### src/rtl/core/trpz_pkg.sv
// Shared types and constants of the triangle rasterizer with depth buffer.
// Depends on nothing; every file but trpz_ram and the defines header imports it.
`timescale 1ns / 1ps

package trpz_pkg;

	localparam int DEF_SCREEN_WIDTH  = 512;
	localparam int DEF_SCREEN_HEIGHT = 512;
	localparam int QUEUE_DEPTH       = 2;

	localparam logic [15:0] DEPTH_CLEAR_RESET = 16'd25600;
	localparam logic [8:0]  MAX_PIXEL_RESET   = 9'd511;
	localparam logic [7:0]  COLOR_MAX         = 8'd255;

	typedef enum logic [1:0] {
		KIND_LOAD  = 2'd0,
		KIND_TEST  = 2'd1,
		KIND_CLEAR = 2'd2
	} kind_e;

	typedef enum logic [1:0] {
		REG_DEPTH_CLEAR = 2'd0,
		REG_MAX_X       = 2'd1,
		REG_MAX_Y       = 2'd2
	} reg_index_e;

	typedef struct packed {
		logic [1:0]         kind;
		logic [1:0]         vertex_slot;
		logic signed [15:0] vertex_x;
		logic signed [15:0] vertex_y;
		logic [15:0]        vertex_depth;
		logic [7:0]         vertex_red;
		logic [7:0]         vertex_green;
		logic [7:0]         vertex_blue;
		logic [8:0]         pixel_x;
		logic [8:0]         pixel_y;
	} in_t;

	typedef struct packed {
		logic [8:0]  out_x;
		logic [8:0]  out_y;
		logic        pixel_written;
		logic [7:0]  out_red;
		logic [7:0]  out_green;
		logic [7:0]  out_blue;
		logic [15:0] out_depth;
	} out_t;

	typedef struct packed {
		kind_e              kind;
		logic [1:0]         slot;
		logic signed [15:0] vx;
		logic signed [15:0] vy;
		logic [15:0]        vdepth;
		logic [7:0]         vred;
		logic [7:0]         vgreen;
		logic [7:0]         vblue;
		logic [8:0]         px;
		logic [8:0]         py;
		logic               on_screen;
	} cmd_t;

	typedef struct packed {
		logic [15:0] depth_clear;
		logic [8:0]  max_x;
		logic [8:0]  max_y;
	} cfg_t;

endpackage

### src/rtl/core/trpz_queue.sv
// Short command queue between the front end and the back end.
// Depends on trpz_pkg.
`timescale 1ns / 1ps

module trpz_queue (
	input  logic           clk,
	input  logic           arst_n,
	input  logic           push,
	input  trpz_pkg::cmd_t push_data,
	output logic           full,
	input  logic           pop,
	output logic           head_valid,
	output trpz_pkg::cmd_t head
);
	import trpz_pkg::*;

	localparam int PTR_W = $clog2(QUEUE_DEPTH);

	cmd_t              entry_q [QUEUE_DEPTH];
	logic [PTR_W-1:0]  wr_ptr_q;
	logic [PTR_W-1:0]  rd_ptr_q;
	logic [PTR_W:0]    count_q;

	assign full       = (count_q == (PTR_W + 1)'(QUEUE_DEPTH));
	assign head_valid = (count_q != '0);
	assign head       = entry_q[rd_ptr_q];

	always_ff @(posedge clk) begin
		if (push) begin
			entry_q[wr_ptr_q] <= push_data;
		end
	end

	always_ff @(posedge clk or negedge arst_n) begin
		if (!arst_n) begin
			wr_ptr_q <= '0;
			rd_ptr_q <= '0;
			count_q  <= '0;
		end else begin
			if (push) begin
				wr_ptr_q <= (wr_ptr_q == PTR_W'(QUEUE_DEPTH - 1)) ? '0 : wr_ptr_q + 1'b1;
			end
			if (pop) begin
				rd_ptr_q <= (rd_ptr_q == PTR_W'(QUEUE_DEPTH - 1)) ? '0 : rd_ptr_q + 1'b1;
			end
			if (push && !pop) begin
				count_q <= count_q + 1'b1;
			end else if (pop && !push) begin
				count_q <= count_q - 1'b1;
			end
		end
	end

endmodule

### config.mk
export PLATFORM = sky130hd
export DESIGN_NAME = trpz_queue
export DESIGN_NICKNAME = d
export VERILOG_FILES = /design/src/rtl/core/trpz_pkg.sv /design/src/rtl/core/trpz_queue.sv
export SDC_FILE = /design/constraint.sdc
export NUM_CORES = 1
export LEC_CHECK = 0
export BUFFER_PORTS_ARGS = -buffer_cell sky130_fd_sc_hd__buf_2
export CORE_MARGIN = 5
export CORE_UTILIZATION = 45
export CTS_CLUSTER_SIZE = 25
export DETAILED_ROUTE_END_ITERATION = 10
export PLACE_DENSITY = 0.79
export SLEW_MARGIN = 20
export SYNTH_ARGS = -nofsm -noshare
export SYNTH_HDL_FRONTEND = slang
export SYNTH_SLANG_ARGS = --single-unit
### constraint.sdc
create_clock -name clk -period 6.3 [get_ports clk]
set_input_delay 0.63 -clock clk [delete_from_list [all_inputs] [get_ports clk]]
set_output_delay 0.63 -clock clk [all_outputs]
set_load 0.1 [all_outputs]
[Word-level counts from Yosys, hierarchy flattened]
Memory sizes are Yosys's and may differ from the RTL's.
Cells that the tools add are included.
Operators by class
  $add $sub $neg: 4
  equal/unequal tests: 1
  muxes and demuxes: 6
  reduce and logical (&&, ||, !) cells: 6
Operator list (number)
  1-bit 2-to-1 mux: 4
  2-bit 2-to-1 mux: 2
  2-bit nonzero test: 2
  1-bit adder, second input constant: 2
  2-bit by 1-bit adder with 2-bit output, second input constant: 1
  2-bit == test, second input constant: 1
  1-bit logical AND: 2
  1-bit zero test: 2
  2-bit by 1-bit subtractor with 2-bit output, second input constant: 1
Storage, ports and cells
  input port bits: 99
  bits in registers: 4
  memories: 1
  RAM bits: 190
  output and inout port bits: 97
Memory list
  entry_q: depth 2, width 95, read ports 1, clocked after Yosys merged registers in 0, wr ports 1, RTL line trpz_queue.sv:19  | cmd_t entry_q [QUEUE_DEPTH];

[Longest topological paths before layout]
  word-level depth: 4
  gate-level depth with buffers: 5
  depth with buffers taken out: 5

[Worst setup path after synthesis]
Ideal clock, no wire load.
  path kind: input-to-reg
  start: input port push
  end: memory entry_q[0][0] (netlist name) (enable)
  stages: 1
  library setup time: 561 ps
  path buffers: 0
  slack: 971 ps
  data arrival time: 4769 ps
  cells stage by stage: nor2b_1
On the way
  word-level cells in the longest chain between the ends: 2
RTL lines
  from (decl): RTL line trpz_queue.sv:8  | input logic push,
  1-bit 2-to-1 mux: RTL line trpz_queue.sv:29  | if (push) begin
  1-bit 2-to-1 mux (implied by the code): RTL line trpz_queue.sv:30  | entry_q[wr_ptr_q] <= push_data;
  to (decl): RTL line trpz_queue.sv:19
No other way between the ends.

==> flow_metrics.tcl <==
set metrics [dict create \
    yosysUniqueCellTypes 16 \
    grtUsageTotal_pct 14.31 \
    max_stage_delay_ns 0.85 \
    cts_sinks 194 \
    rsz0062_at_grt "no" \
    period_share_pct 54.74 \
    syn_inst 312 \
    rrSetupSlack_ns 4.19 \
    avgViaCountPerCell 4.761 \
    worst_slew_pin_slew_ns 0.8120 \
    die_y_um 136.9 \
    slew_violations 0 \
    path_clk_slew_ns 0.07 \
    final_layout_size_suffix_gt1_share_pct 61.35 \
    wl_um 13210 \
    avgSynthCellArea_um2 23.22 \
    dieArea_mm2 0.01874 \
    io_buffers 195 \
    grt_pass1_wl_um 19980 \
    drt-initial-drc-count 187 \
    drv_cap 0 \
    hp-start "push_data[20]" \
    hpwl_um 9118 \
    startpoint_type "flop" \
    status "completed" \
    netlist_area_mm2 0.007246 \
    setup_viol 0 \
    placed_area_mm2 0.008404 \
    grt.overflow.total 0 \
    routedWlPerCell_um 17.64 \
    pre_cts_slack_ns 3.290 \
    synthesis.nets 412 \
    insertedDiodeCount 0 \
    crit_type "reg -> out" \
    final_core_util_pct 56.89 \
    rr_worst_depth 3 \
    cts-root-buf "clkbuf_16" \
    cts_buffers 17 \
    fmax_mhz 290.0 \
    die_w_um 136.9 \
    worstPathRequired_ns 5.67 \
    finalClockSkew_ns 0.006266 \
    crit_chain "buf_4, mux2_2, buf_2" \
    hold_violations 0 \
    setup_ws_ns 2.852 \
    crit_path_top_delay_cell "dfrtp_4" \
    start_util_pct 45.78 \
    cp-end-kind "primary output" \
    critPathLaunch "rd_ptr_q$_DFFE_PN0P_" \
    min_delay_path_depth 1 \
    worstReg2RegStart "wr_ptr_q$_DFFE_PN0P_" \
    grt_pass1_vias 3941 \
    synth-seq-cells 194 \
    final_antenna_net_count 0 \
    cts_max_level 4 \
    cts_setup_buffers 0 \
    grt_max_degree 51 \
    io_pins 196 \
    insertion_delay_ns 0.42 \
    dr.pass1.iters 4 \
    cts_tree "built" \
    max_slew_margin_pct 45.87 \
    hp-class "in -> reg" \
    fill_cells 1203 \
    critPathMaxFanout 50 \
    drc_errors 0 \
    synth_warnings 0 \
    fin_nets 620 \
    final_area_mm2 0.009005 \
    vias 3566 \
    setup_tns_ns 0 \
    rows 46 \
    arrival_ns 2.82 \
    hold_path_end "entry_q[1][20]$_DFFE_PP_" \
    reg2reg_to "entry_q[0][0]$_DFFE_PP_" \
    period_needed_ns 3.448 \
    coreArea_mm2 0.01583 \
    yosysSeqAreaShare_pct 80.12 \
    cts_buffer_depth 2 \
    place_congestion 0.6834 \
    area_growth_pct 24.28 \
    antenna_found_initial 0 \
]
## registers in the layout, summed over array words and instances, names as in the netlist
signal / count
rd_ptr_q: 1
count_q: 2
entry_q: 190
wr_ptr_q: 1
## per-stage QoR
step,std cells,hold slack (ns)
floorplan,312,0.3344
global placement,716,0.4405
detailed placement,716,0.4420
CTS,749,0.3706
global route,749,0.3705
finish,749,0.3964
## metal layers
metal	routed length, um	GRT usage (%)
met5	0	0
met4	171	5.322
met3	983	4.743
met2	6977	24.97
met1	5079	16.41
## cell usage after synthesis (all sizes together)
| master | count | area (um^2) |
|---|---|---|
| edfxtp | 190 | 5705 |
| mux2 | 95 | 1220 |
| buf | 11 | 131.4 |
| dfrtp | 4 | 100.1 |
| xor2 | 4 | 35.03 |
| nor2b | 2 | 12.51 |
| and2 | 1 | 6.260 |
| ha | 1 | 12.51 |
| inv | 1 | 3.750 |
| nor2 | 1 | 3.750 |
| or2 | 1 | 6.260 |
| xnor2 | 1 | 8.760 |
## worst max path at each step
stage                                         end
after global placement                    head[1]
after detailed placement                 head[75]
after global routing                     head[75]
after CTS                                head[74]
after floorplan           entry_q[0][0]$_DFFE_PP_
final                                    head[74]
## repair_timing
item / CTS / global route
gates resized for setup: 0 / 0
hold buffers: 1 / 0
endpoints found under the hold margin: 4 / 0
## cell type report
class / instances / area, um^2 / area share [%]
repair buffers: 200 / 1016 / 11.28
well taps: 216 / 270.3 / 3.001
clock inverters: 14 / 161.4 / 1.792
multi-input cells: 106 / 1315 / 14.60
clock buffers: 18 / 429.2 / 4.766
flip-flops and latches: 194 / 5809 / 64.51
inverters: 1 / 3.754 / 0.04168
## cells by family (layout without fill, tap and decap cells)
family | count (synthesis) | after routing | share of synthesized area [%]
buf+inv | 12 | 233 | 1.865
flops | 194 | 194 | 80.12
xor+xnor | 5 | 5 | 0.6044
simple gates | 5 | 5 | 0.3972
fa+ha+maj | 1 | 1 | 0.1727
mux | 95 | 95 | 16.84
## cell usage in the layout, fill, tap and decap left out
master         Yosys  layout
nor2_1             1       1
nor2b_1            2       1
edfxtp_1         190     190
xnor2_1            1       1
buf_4              0       4
mux2_2            55      55
dfrtp_1            4       3
clkbuf_16          0      17
mux2_4            40      40
clkinv_4           0       1
dlygate4sd3_1      0       1
clkbuf_1           0       1
clkinv_1           0       2
clkinvlp_4         0       3
bufinv_16          0       3
clkinv_2           0       3
buf_2              5     195
ha_1               1       1
xor2_1             4       4
dfrtp_4            0       1
and2_4             0       1
inv_1              1       1
or2_2              1       1
nor2b_4            0       1
inv_6              0       2
## worst max-delay path, delay by kind of cell (launching register included)
kind	cells	cell delay (ns)
buf+inv	2	1.20
mux	1	0.30
flops	1	0.85
Power is not shown: default switching activity piles up to over one toggle a cycle in this logic, so the estimate is an artifact.
